[src/hw/rtl/msp_v1_frame_parser_core_macros.svh]
// Assertion macros for the MSP v1 frame parser core.
// Used by the top level; expects aclk and aresetn in scope.
`ifndef MSP_V1_FRAME_PARSER_CORE_MACROS_SVH
`define MSP_V1_FRAME_PARSER_CORE_MACROS_SVH

// The condition must hold at every clock edge outside reset.
`define MSP_ASSERT_ALWAYS(lbl, cond, msg) \
    lbl: assert property (@(posedge aclk) disable iff (!aresetn) (cond)) else $error(msg);

// The consequent must hold in the cycle after the antecedent.
`define MSP_ASSERT_NEXT(lbl, ante, cons, msg) \
    lbl: assert property (@(posedge aclk) disable iff (!aresetn) (ante) |=> (cons)) \
        else $error(msg);

`endif

[src/hw/rtl/msp_pkg.sv]
// Shared types and constants for the MSP v1 frame parser.
// No dependencies; imported by every module of the block.
`timescale 1ns / 1ps

package msp_pkg;

    localparam int DEF_BUF_DEPTH = 64;
    localparam int BYTE_W        = 8;
    localparam int M_TDATA_W     = 32;
    localparam int M_TUSER_W     = 2;

    localparam logic [7:0] CH_DOLLAR = 8'h24;
    localparam logic [7:0] CH_M      = 8'h4D;
    localparam logic [7:0] CH_LT     = 8'h3C;
    localparam logic [7:0] CH_GT     = 8'h3E;

    typedef enum logic [2:0] {
        F_IDLE,
        F_DOLLAR,
        F_GOT_M,
        F_SIZE,
        F_CMD,
        F_PAYLOAD,
        F_CHECK
    } front_state_t;

    typedef enum logic [1:0] {
        B_IDLE,
        B_READ,
        B_OUT
    } back_state_t;

    // Descriptor of one checked frame, waiting to be emitted.
    typedef struct packed {
        logic        is_reply;
        logic [7:0]  cmd;
        logic [7:0]  size;
        logic        bank;
    } desc_t;

    // Payload store write request from the parser.
    typedef struct packed {
        logic        en;
        logic        bank;
        logic [7:0]  idx;
        logic [7:0]  data;
    } wr_t;

endpackage

[src/hw/rtl/msp_front.sv]
// Parser front end: walks the MSP v1 frame, checks the XOR sum,
// writes payload words into the store and pushes frame descriptors. Uses msp_pkg.
`timescale 1ns / 1ps

module msp_front
    import msp_pkg::*;
#(
    parameter int BUF_DEPTH = DEF_BUF_DEPTH
) (
    input  logic       aclk,
    input  logic       aresetn,
    input  logic       s_tvalid,
    output logic       s_tready,
    input  logic [7:0] s_tdata,     // [7:0] rx_byte
    input  logic       q_full,
    output logic       push,
    output desc_t      push_desc,
    output wr_t        wr
);

    localparam int CNT_W = $clog2(BUF_DEPTH + 1);

    front_state_t     state_reg, state_next;
    logic [CNT_W-1:0] cnt_reg, cnt_next;
    logic [7:0]       xor_reg, xor_next;
    logic [7:0]       size_reg, size_next;
    logic [7:0]       cmd_reg, cmd_next;
    logic             reply_reg, reply_next;
    logic             bank_reg, bank_next;
    logic             acc;
    logic [CNT_W-1:0] cnt_inc;
    logic [7:0]       c;

    assign s_tready = !q_full;
    assign acc      = s_tvalid && s_tready;
    assign c        = s_tdata;
    assign cnt_inc  = cnt_reg + CNT_W'(1);

    always_comb begin
        state_next = state_reg;
        if (acc) begin
            case (state_reg)
                F_IDLE:    state_next = (c == CH_DOLLAR) ? F_DOLLAR : F_IDLE;
                F_DOLLAR:  state_next = (c == CH_M) ? F_GOT_M : F_IDLE;
                F_GOT_M:   state_next = (c == CH_LT || c == CH_GT) ? F_SIZE : F_IDLE;
                F_SIZE:    state_next = F_CMD;
                F_CMD: begin
                    if (size_reg > 8'(BUF_DEPTH)) begin
                        state_next = F_IDLE;
                    end else if (size_reg == 8'd0) begin
                        state_next = F_CHECK;
                    end else begin
                        state_next = F_PAYLOAD;
                    end
                end
                F_PAYLOAD: state_next = (8'(cnt_inc) >= size_reg) ? F_CHECK : F_PAYLOAD;
                F_CHECK:   state_next = F_IDLE;
                default:   state_next = (c == CH_DOLLAR) ? F_DOLLAR : F_IDLE;
            endcase
        end
    end

    always_comb begin
        cnt_next   = cnt_reg;
        xor_next   = xor_reg;
        size_next  = size_reg;
        cmd_next   = cmd_reg;
        reply_next = reply_reg;
        bank_next  = bank_reg;
        push       = 1'b0;
        wr.en      = 1'b0;
        wr.bank    = bank_reg;
        wr.idx     = 8'(cnt_reg);
        wr.data    = c;
        if (acc) begin
            case (state_reg)
                F_DOLLAR: begin
                    cnt_next = '0;
                    xor_next = 8'd0;
                end
                F_GOT_M: begin
                    if (c == CH_LT) begin
                        reply_next = 1'b0;
                    end else if (c == CH_GT) begin
                        reply_next = 1'b1;
                    end
                end
                F_SIZE: begin
                    xor_next  = xor_reg ^ c;
                    size_next = c;
                end
                F_CMD: begin
                    xor_next = xor_reg ^ c;
                    cmd_next = c;
                    cnt_next = '0;
                end
                F_PAYLOAD: begin
                    xor_next = xor_reg ^ c;
                    wr.en    = 1'b1;
                    cnt_next = cnt_inc;
                end
                F_CHECK: begin
                    // A good frame hands its bank to the back end; the next
                    // frame fills the other one.
                    if (xor_reg == c) begin
                        push      = 1'b1;
                        bank_next = !bank_reg;
                    end
                end
                default: begin
                end
            endcase
        end
    end

    assign push_desc.is_reply = reply_reg;
    assign push_desc.cmd      = cmd_reg;
    assign push_desc.size     = size_reg;
    assign push_desc.bank     = bank_reg;

    always_ff @(posedge aclk) begin
        if (!aresetn) begin
            state_reg <= F_IDLE;
            cnt_reg   <= '0;
            xor_reg   <= 8'd0;
            size_reg  <= 8'd0;
            cmd_reg   <= 8'd0;
            reply_reg <= 1'b0;
            bank_reg  <= 1'b0;
        end else begin
            state_reg <= state_next;
            cnt_reg   <= cnt_next;
            xor_reg   <= xor_next;
            size_reg  <= size_next;
            cmd_reg   <= cmd_next;
            reply_reg <= reply_next;
            bank_reg  <= bank_next;
        end
    end

endmodule

[src/hw/rtl/msp_queue.sv]
// Two-entry descriptor queue between parser and emitter.
// One entry per payload bank. Uses msp_pkg.
`timescale 1ns / 1ps

module msp_queue
    import msp_pkg::*;
(
    input  logic  aclk,
    input  logic  aresetn,
    input  logic  push,
    input  desc_t push_desc,
    input  logic  pop,
    output logic  full,
    output logic  valid,
    output desc_t head
);

    desc_t       ent_reg [2];
    logic        wr_ptr_reg, rd_ptr_reg;
    logic [1:0]  count_reg, count_next;

    assign full  = (count_reg == 2'd2);
    assign valid = (count_reg != 2'd0);
    assign head  = ent_reg[rd_ptr_reg];

    always_comb begin
        count_next = count_reg;
        if (push && !pop) begin
            count_next = count_reg + 2'd1;
        end else if (pop && !push) begin
            count_next = count_reg - 2'd1;
        end
    end

    always_ff @(posedge aclk) begin
        if (push) begin
            ent_reg[wr_ptr_reg] <= push_desc;
        end
    end

    always_ff @(posedge aclk) begin
        if (!aresetn) begin
            wr_ptr_reg <= 1'b0;
            rd_ptr_reg <= 1'b0;
            count_reg  <= 2'd0;
        end else begin
            count_reg <= count_next;
            if (push) begin
                wr_ptr_reg <= !wr_ptr_reg;
            end
            if (pop) begin
                rd_ptr_reg <= !rd_ptr_reg;
            end
        end
    end

endmodule

[src/hw/rtl/msp_back.sv]
// Emitter back end: holds the two-bank payload store and plays each queued
// frame out as one result word per payload byte, or one word for an empty frame. Uses msp_pkg.
`timescale 1ns / 1ps

module msp_back
    import msp_pkg::*;
#(
    parameter int BUF_DEPTH = DEF_BUF_DEPTH
) (
    input  logic                  aclk,
    input  logic                  aresetn,
    input  wr_t                   wr,
    input  logic                  q_valid,
    input  desc_t                 head,
    output logic                  pop,
    output logic                  m_tvalid,
    input  logic                  m_tready,
    output logic [M_TDATA_W-1:0]  m_tdata,  // command_id, payload_length, payload_index,
                                            // payload_byte, zero pad (from bit 0 up)
    output logic [M_TUSER_W-1:0]  m_tuser,  // is_reply, has_payload (from bit 0 up)
    output logic                  m_tlast
);

    localparam int IDX_W  = (BUF_DEPTH > 1) ? $clog2(BUF_DEPTH) : 1;
    localparam int MEM_SZ = 2 << IDX_W;

    logic [7:0]       mem [MEM_SZ];
    back_state_t      state_reg, state_next;
    logic [IDX_W-1:0] idx_reg, idx_next;
    logic [7:0]       rdata_reg;
    logic             rd_en;
    logic             has;
    logic             is_last;
    logic [7:0]       idx8;
    logic [7:0]       byte_out;

    assign idx8     = 8'(idx_reg);
    assign has      = (head.size != 8'd0);
    assign is_last  = !has || ((idx8 + 8'd1) == head.size);
    assign byte_out = has ? rdata_reg : 8'd0;

    always_ff @(posedge aclk) begin
        if (wr.en) begin
            mem[{wr.bank, wr.idx[IDX_W-1:0]}] <= wr.data;
        end
    end

    always_ff @(posedge aclk) begin
        if (rd_en) begin
            rdata_reg <= mem[{head.bank, idx_reg}];
        end
    end

    always_comb begin
        state_next = state_reg;
        case (state_reg)
            B_IDLE: begin
                if (q_valid) begin
                    state_next = has ? B_READ : B_OUT;
                end
            end
            B_READ: state_next = B_OUT;
            B_OUT: begin
                if (m_tready) begin
                    state_next = is_last ? B_IDLE : B_READ;
                end
            end
            default: state_next = B_IDLE;
        endcase
    end

    always_comb begin
        idx_next = idx_reg;
        rd_en    = 1'b0;
        pop      = 1'b0;
        m_tvalid = 1'b0;
        case (state_reg)
            B_IDLE: idx_next = '0;
            B_READ: rd_en = 1'b1;
            B_OUT: begin
                m_tvalid = 1'b1;
                if (m_tready) begin
                    if (is_last) begin
                        pop = 1'b1;
                    end else begin
                        idx_next = idx_reg + IDX_W'(1);
                    end
                end
            end
            default: begin
            end
        endcase
    end

    assign m_tdata = {3'b000, byte_out, idx8[5:0], head.size[6:0], head.cmd};
    assign m_tuser = {has, head.is_reply};
    assign m_tlast = is_last;

    always_ff @(posedge aclk) begin
        if (!aresetn) begin
            state_reg <= B_IDLE;
            idx_reg   <= '0;
        end else begin
            state_reg <= state_next;
            idx_reg   <= idx_next;
        end
    end

endmodule

[src/hw/rtl/msp_v1_frame_parser_core.sv]
// Channel   | Dir | Word
// s_ (rx)   | in  | s_tdata[7:0] rx_byte
// m_ (out)  | out | m_tdata command_id/payload_length/payload_index/payload_byte,
//           |     | m_tuser is_reply/has_payload, m_tlast last
// Received bytes are taken one per cycle while the descriptor queue has room.
// Each result word takes a store read (B_READ), then output (B_OUT), held until
// m_tready; an empty frame's single word skips the read; each frame starts from B_IDLE.
// Two payload banks let a new frame arrive while the previous one drains.
// Reset clears all control state at once; no clearing pass is needed.
// Top level: parser front end, descriptor queue and emitter. Uses msp_pkg
// and the assertion macros header.
`timescale 1ns / 1ps
`include "msp_v1_frame_parser_core_macros.svh"

module msp_v1_frame_parser_core
    import msp_pkg::*;
#(
    parameter int BUF_DEPTH = DEF_BUF_DEPTH
) (
    input  logic                  aclk,
    input  logic                  aresetn,
    input  logic                  s_tvalid,
    output logic                  s_tready,
    input  logic [7:0]            s_tdata,  // rx_byte
    output logic                  m_tvalid,
    input  logic                  m_tready,
    output logic [M_TDATA_W-1:0]  m_tdata,  // command_id, payload_length, payload_index,
                                            // payload_byte, zero pad (from bit 0 up)
    output logic [M_TUSER_W-1:0]  m_tuser,  // is_reply, has_payload (from bit 0 up)
    output logic                  m_tlast
);

    logic  q_full;
    logic  q_valid;
    logic  push;
    logic  pop;
    desc_t push_desc;
    desc_t head;
    wr_t   wr;

    msp_front #(
        .BUF_DEPTH (BUF_DEPTH)
    ) u_front (
        .aclk      (aclk),
        .aresetn   (aresetn),
        .s_tvalid  (s_tvalid),
        .s_tready  (s_tready),
        .s_tdata   (s_tdata),
        .q_full    (q_full),
        .push      (push),
        .push_desc (push_desc),
        .wr        (wr)
    );

    msp_queue u_queue (
        .aclk      (aclk),
        .aresetn   (aresetn),
        .push      (push),
        .push_desc (push_desc),
        .pop       (pop),
        .full      (q_full),
        .valid     (q_valid),
        .head      (head)
    );

    msp_back #(
        .BUF_DEPTH (BUF_DEPTH)
    ) u_back (
        .aclk     (aclk),
        .aresetn  (aresetn),
        .wr       (wr),
        .q_valid  (q_valid),
        .head     (head),
        .pop      (pop),
        .m_tvalid (m_tvalid),
        .m_tready (m_tready),
        .m_tdata  (m_tdata),
        .m_tuser  (m_tuser),
        .m_tlast  (m_tlast)
    );

    // A frame is only queued when a bank is free.
    `MSP_ASSERT_ALWAYS(a_push_room, !(push && q_full), "descriptor pushed into full queue")
    // Results only come from a queued frame.
    `MSP_ASSERT_ALWAYS(a_out_has_frame, !m_tvalid || q_valid, "result word without frame")
    // The queue is released exactly when the last word of a frame leaves.
    `MSP_ASSERT_ALWAYS(a_pop_last, pop == (m_tvalid && m_tready && m_tlast),
        "queue pop not tied to last word")
    // Writes never land in the bank that is being played out.
    `MSP_ASSERT_ALWAYS(a_bank_split, !(wr.en && q_valid && m_tvalid && wr.bank == head.bank),
        "payload write into draining bank")

endmodule
[config.mk]
export PLATFORM = sky130hd
export DESIGN_NAME = msp_v1_frame_parser_core
export DESIGN_NICKNAME = d
export VERILOG_FILES = /design/src/hw/rtl/msp_pkg.sv /design/src/hw/rtl/msp_front.sv /design/src/hw/rtl/msp_queue.sv /design/src/hw/rtl/msp_back.sv /design/src/hw/rtl/msp_v1_frame_parser_core.sv
export VERILOG_INCLUDE_DIRS = /design/src /design/src/hw/rtl
export SDC_FILE = /design/constraint.sdc
export NUM_CORES = 1
export LEC_CHECK = 0
export ABC_AREA = 1
export BUFFER_PORTS_ARGS = -buffer_cell sky130_fd_sc_hd__buf_4
export CELL_PAD_IN_SITES_DETAIL_PLACEMENT = 0
export CELL_PAD_IN_SITES_GLOBAL_PLACEMENT = 1
export CORE_MARGIN = 2
export CORE_UTILIZATION = 48
export DETAILED_ROUTE_END_ITERATION = 12
export HOLD_SLACK_MARGIN = 0.02
export PLACE_DENSITY = 0.84
export SLEW_MARGIN = 20
export SYNTH_ARGS = -nofsm -noshare
export SYNTH_HDL_FRONTEND = slang
export SYNTH_SLANG_ARGS = --single-unit
[constraint.sdc]
create_clock -name aclk -period 3.1 [get_ports aclk]
set_input_delay 0 -clock aclk [delete_from_list [all_inputs] [get_ports aclk]]
set_output_delay 0 -clock aclk [all_outputs]
set_load 0.1 [all_outputs]
==> results of run 1 <==
path summary, 6_finish.rpt:
| check | from | to | cells past startpoint |
|---|---|---|---|
| setup / recovery | flop | m_tdata[27] | 10 |
| hold / removal | s_tdata[2] | u_front.xor_reg[2]$_SDFFE_PN0P_ | 5 |
| hold reg to reg | u_front.cmd_reg[7]$_SDFFE_PN0P_ | u_queue.ent_reg[0][16]$_DFFE_PP_ | 0 |
| setup reg to reg | u_back.idx_reg[3]$_SDFFE_PN0P_ | u_back.rdata_reg[1]$_DFFE_PN_ | 9 |
repair_timing:
item	in CTS	in global routing
hold buffers	13	0
endpoints found under the setup margin	0	1
gates resized for setup	0	1
endpoints found under the hold margin	196	0
per-layer routing:
metal / part of all wire (%) / wire length (um) / GRT usage (%) / vias up
li1: - / - / - / 14185
met1: 42 / 50500 / 35.2 / 15059
met2: 46 / 56000 / 38.1 / 1431
met3: 9.3 / 11300 / 4.17 / 211
met4: 3.1 / 3720 / 8.14 / 0
met5: 0 / 0 / 0 / -
cells by family (layout without fill, tap and decap cells):
| kind of cell | count (synthesis) | in the layout | synth area share (%) |
|---|---|---|---|
| compound gates | 797 | 797 | 9.34 |
| xor+xnor | 12 | 12 | 0.231 |
| fa+ha+maj | 10 | 10 | 0.275 |
| buf+inv | 362 | 611 | 3.36 |
| flops | 1117 | 1117 | 72.7 |
| other cells | 1 | 4 | 0.00824 |
| simple gates | 1586 | 1586 | 14.1 |
Yosys cell counts:
cell type  number  area share, %
ha_1           10           0.28
buf_1          10          0.083
nand3_2         3          0.066
inv_1         117           0.97
buf_4          14           0.23
clkbuf_1      132            1.1
conb_1          1         0.0082
nand2_1       627            5.2
nand3_1       261            2.9
buf_6           3          0.074
nand2_2         4          0.055
nor2_1        638            5.3
o31ai_1         1          0.017
o21a_1          1          0.017
clkinv_1        5          0.041
nor4_1          8           0.11
nor3_1         25           0.28
xor2_1         11           0.21
inv_2           6          0.050
nor3b_1         1          0.017
xnor2_1         1          0.019
o21bai_1        1          0.017
o211ai_1        2          0.033
and2_0          1          0.014
dfxtp_1        49            2.2
nand4_1        12           0.17
buf_2          75           0.83
o21bai_2        1          0.025
o21ai_0       468            5.1
nor2_4          2          0.050
o22ai_1       193            2.7
nor2_2          3          0.041
edfxtp_1     1068             71
nand2_4         1          0.025
o21ai_1        26           0.29
a21oi_1       104            1.1
final cells by class:
| type | instances | share of cell area, % |
|---|---|---|
| Antenna cell | 1 | 0.00482 |
| Sequential cell | 1117 | 63.7 |
| Inverter | 128 | 0.954 |
| Timing Repair Buffer | 284 | 4.70 |
| Multi-Input combinational cell | 2408 | 21.0 |
| Clock inverter | 56 | 0.896 |
| Tap cell | 1254 | 3.02 |
| Clock buffer | 143 | 5.73 |
metrics by stage:
stage | cell area, um2 | utilization (%)
after floorplan | 45500 | -
after global placement | 48400 | 51.7
after detailed placement | 48400 | 51.7
after CTS | 51900 | 55.5
after global routing | 51900 | 55.5
final | 52000 | 55.5
power breakdown:
| part | switching [mW] | internal, mW | leakage (nW) |
|---|---|---|---|
| registers | 0.0000251 | 16.5 | 9.93 |
| clock network | 5.54 | 7.31 | 1.68 |
| logic | 0.310 | 0.0397 | 6.47 |
worst reg2reg max path, cell delays in order (launching register included):
cell     delay, ps
dfxtp_2        590
buf_4          570
nor2_2         260
buf_12         240
nand2_1         70
nand2_1         40
a21oi_1        330
nand2_1        160
nand3_1        130
nand2_1         60
==> run summary, run 1 <==
Total Routing Usage GR -> 24.5%
FMAX -> 338 MHz
DR iter-0 viols -> 4038
Clock Latency Late Sink -> 680 ps
per-cell routed wire length -> 22.5 um
CP top delay family -> buffers and inverters
r2r setup slk -> 400 ps
cts bufs inserted -> 109
count of cell types in the netlist -> 36
multi-input logic area -> 10900 um2
largest net degree at the start of global routing -> 139
Port Buffers -> 45
CP max-delay cell -> dfxtp_1
gpl congestion -> 0.878
vias post-DR -> 30886
Layout area overhead -> 14.2%
Post-DRT Antenna Nets -> 0
commonest non-fill, non-tap cells in the layout -> 1068 x edfxtp_1, 636 x nor2_1, 626 x nand2_1
Final #Nets -> 4070
vias per cell -> 5.73
Hold WS -> 227 ps
Reg area -> 33100 um2
core area -> 93600 um2
most frequent CP cell -> nand2_1
Max IR drop VDD -> 0.506 mV
DPL Wire Length -> 72000 um
max_cap viols -> 0
total power -> 29.7 mW
CP required -> 3100 ps
worst setup path category -> reg2out
aggregate global routing overflow -> 0
sequential fraction of the synthesis area -> 72.7%
# Post-CTS Setup Buffers -> 0
CP cell instances -> inv_2, nand2_1, nand2_1, nand2_1, nor2_1, nand3_2, clkinv_1, buf_4, nor2_1, buf_4
Worst setup SP type -> flop
vias in the first global route -> 29116
# clock sinks -> 1117
fraction of layout cells with a size suffix above 1 -> 10.9%
most common cell after layout, fill and taps aside -> edfxtp_1
Remaining DRCs -> 0
crit path time final -> 2960 ps
H-tree depth -> 3
Buf+Inv Stages, Crit Path -> 4
LEAKAGE -> 18.1 nW
RSZ-0062 raised after global routing -> false
Mapped Area -> 45500 um2
initial antenna violation count -> 0
Syn Area/Cell -> 11.7 um2
max FFs per register -> 1024
DRT Wirelength -> 122000 um
outcome -> finished, final reports clean
CTS tree -> yes
Fill cells -> 7737
CTS clk-pin slew, worst paths -> 60 ps
worst slack, placed -> 436 ps
worst-case clock buffer depth -> 3
final hold vios -> 0
CP max stage delay -> 510 ps
Max Clock Skew -> 22.1 ps
Rel. slew slack -> 38.6%
Worst Tran Pin Value -> 922 ps
Final Non-Filler Cells -> 5391
CP endpoint kind -> output port
row count -> 112
Setup WS post-layout -> 140 ps
Top Ports -> 49
final worst path period share -> 95.5%
P per Cell Area -> 572 nW/um2
global-route wire length before repair -> 182000 um
DP Cell Count -> 5178
Die Span X -> 312 um
DR pass1 iterations -> 8
Synth Register Bits -> 1117
Die Ht -> 312 um
initial core utilization -> 48.6%
Max Fanout on Critical Path -> 16
Slew Viols, Final -> 0
Total Neg Setup Slack -> 0 ps
Hold Path Class -> in2reg
Worst Path Arrival -> 2960 ps
final setup fails -> 0
full die area -> 97200 um2
Synth Instances -> 3885
yosys warns -> 0
clk root buf -> clkbuf_16
No activity file was read; power rests on OpenSTA's default activity.
==> inputs of run 2 (changes only) <==
--- a/config.mk
+++ b/config.mk
@@ -14,7 +14,7 @@
 export CORE_UTILIZATION = 48
 export DETAILED_ROUTE_END_ITERATION = 12
 export HOLD_SLACK_MARGIN = 0.02
-export PLACE_DENSITY = 0.84
+export PLACE_DENSITY_LB_ADDON = 0.12
 export SLEW_MARGIN = 20
 export SYNTH_ARGS = -nofsm -noshare
 export SYNTH_HDL_FRONTEND = slang
==> run 2 against run 1 <==
Net effect:
- maximum frequency increased by 3.1%
- hold slack worse by 57 ps
- count of clock-buffer cells in the layout shrank 3
- largest power group unchanged
- cell area rose by 0.41%
- non-clock buffer count is 12 higher
- combinational power increased by 5%
- total power increased by 0.98%
- routed wire length increased by 5.9%
==> run summary, run 2 (same netlist as run 1, synthesis figures left out) <==
max_cap viols -> 0 (unchanged)
LEAKAGE -> 18.2 nW (+0.76%)
vias post-DR -> 30875 (-0.036%)
clk root buf -> clkbuf_16
max FFs per register -> 1024 (unchanged)
vias in the first global route -> 29910 (+2.7%)
# diodes -> 0 (-1)
Final #Nets -> 4086 (+0.39%)
Worst Reg-to-Reg Cells -> 10 (+1)
Clock Latency Late Sink -> 690 ps (about the same)
full die area -> 97200 um2 (unchanged)
Die Ht -> 312 um (unchanged)
CP required -> 3100 ps (about the same)
WL met2 -> 60200 um (+7.5%)
Hold WS -> 171 ps (-56.7 ps)
DP Cell Count -> 5191 (+0.25%)
largest net degree at the start of global routing -> 135 (-2.9%)
global-route wire length before repair -> 192000 um (+5.6%)
final worst path period share -> 92.6% (-2.8 points)
Max Fanout on Critical Path -> 13 (-3)
Slew Viols, Final -> 0 (unchanged)
most frequent CP cell -> buf_4
vias per cell -> 5.70 (-0.44%)
CTS clk-pin slew, worst paths -> 60 ps (about the same)
Top Ports -> 49 (unchanged)
# clock sinks -> 1117 (unchanged)
final setup fails -> 0 (unchanged)
Fill cells -> 7896 (+2.1%)
hold path depth -> 2 (-3)
aggregate global routing overflow -> 0 (unchanged)
worst setup path category -> reg2out
Worst Path Arrival -> 2870 ps (-90 ps)
Rel. slew slack -> 29.8% (-8.7 points)
RSZ-0062 raised after global routing -> false
FMAX -> 348 MHz (+3.1%)
fraction of layout cells with a size suffix above 1 -> 11.6% (+0.78 points)
DPL Wire Length -> 78500 um (+8.9%)
row count -> 112 (unchanged)
Setup WS post-layout -> 228 ps (+87.8 ps)
DR pass1 iterations -> 5 (-3)
final hold vios -> 0 (unchanged)
P per Cell Area -> 575 nW/um2 (+0.57%)
top routing layer used -> met5
core area -> 93600 um2 (unchanged)
Remaining DRCs -> 0 (unchanged)
cts bufs inserted -> 113 (+3.7%)
CTS tree -> yes
Max Clock Skew -> 17.6 ps (-4.48 ps)
# Post-CTS Setup Buffers -> 0 (unchanged)
Design Area, Final -> 52200 um2 (+0.41%)
total power -> 30.0 mW (+0.98%)
CP max stage delay -> 460 ps (-50 ps)
gpl congestion -> 0.878 (about the same)
CP top delay family -> buffers and inverters
Post-DRT Antenna Nets -> 0 (unchanged)
WL met1 -> 55500 um (+9.9%)
CP cell instances -> buf_4, o21ai_0, nand2_1, nor2_1, nand3_2, clkinv_1, buf_4, nor2_1, buf_4
per-cell routed wire length -> 23.8 um (+5.5%)
H-tree depth -> 3 (unchanged)
Layout area overhead -> 14.7%
initial antenna violation count -> 6 (+6)
Worst Tran Pin Value -> 1050 ps (+131 ps)
Hold Path Class -> in2reg
metal3 WL -> 9390 um (-17%)
Post-DP Area -> 48500 um2 (+0.25%)
Die Span X -> 312 um (unchanged)
Final Non-Filler Cells -> 5413 (+0.41%)
Total Neg Setup Slack -> 0 ps (unchanged)
crit path time final -> 2870 ps (-87.8 ps)
Buf+Inv Stages, Crit Path -> 4 (unchanged)
CP endpoint kind -> output port
DRT Wirelength -> 129000 um (+5.9%)
commonest non-fill, non-tap cells in the layout -> 1068 x edfxtp_1, 634 x nor2_1, 626 x nand2_1
most common cell after layout, fill and taps aside -> edfxtp_1
initial core utilization -> 48.6% (unchanged)
Worst setup SP type -> flop
Port Buffers -> 45 (unchanged)
outcome -> finished, final reports clean
Max IR drop VDD -> 0.472 mV (-6.7%)
CP max-delay cell -> dfxtp_2
post-layout util -> 55.7% (+0.23 points)
worst-case clock buffer depth -> 3 (unchanged)
stages on the worst setup path -> 9 (-1)
DR iter-0 viols -> 3497 (-13%)
worst slack, placed -> 422 ps (-14.2 ps)
Total Routing Usage GR -> 26.2% (+1.7 points)
==> run 2: worst register-to-register path: cells and delay by family, from the launching register on <==
kind	cells	cell delay, ps
buf+inv	5	740
flops	1	410
simple gates	5	1300
==> run 2: repair_timing <==
| action | in CTS | in global routing |
|---|---|---|
| endpoints found under the setup margin | 3 | 6 |
| endpoints found under the hold margin | 132 | 0 |
| gates resized for setup | 3 | 1 |
| hold buffers | 12 | 0 |
==> run 2: final timing paths <==
path / start / endpoint / slack (ps)
max: flop / m_tdata[24] / 230
min: s_tdata[0] / u_back.mem[88][0]$_DFFE_PP_ / 170
max reg2reg: u_front.state_reg[2]$_SDFFE_PN0P_ / u_back.mem[124][7]$_DFFE_PP_ / 370
min reg2reg: u_front.cmd_reg[7]$_SDFFE_PN0P_ / u_queue.ent_reg[1][16]$_DFFE_PP_ / 450
==> run 2: metal layers <==
metal	GRT usage, %	vias to the layer above
li1	-	14222
met1	37.6	15254
met2	41.9	1185
met3	3.75	210
met4	7.40	4
met5	0	-
==> run 2: final cells by class <==
type                       instances  area, um2  area share (%)
timing repair buffer             296       2550            4.89
multi-input combinational       2408      10900            21.0
tap                             1254       1570            3.01
clock inverter                    70        571            1.09
sequential                      1117      33100            63.4
clock buffer                     140       2970            5.70
inverter                         128        495           0.950
==> run 2: power by group <==
part           leakage, nW  internal [mW]  switching, mW
Clock                 1.74           7.45           5.67
Combinational         6.55         0.0397          0.327
Sequential            9.93           16.5      0.0000264
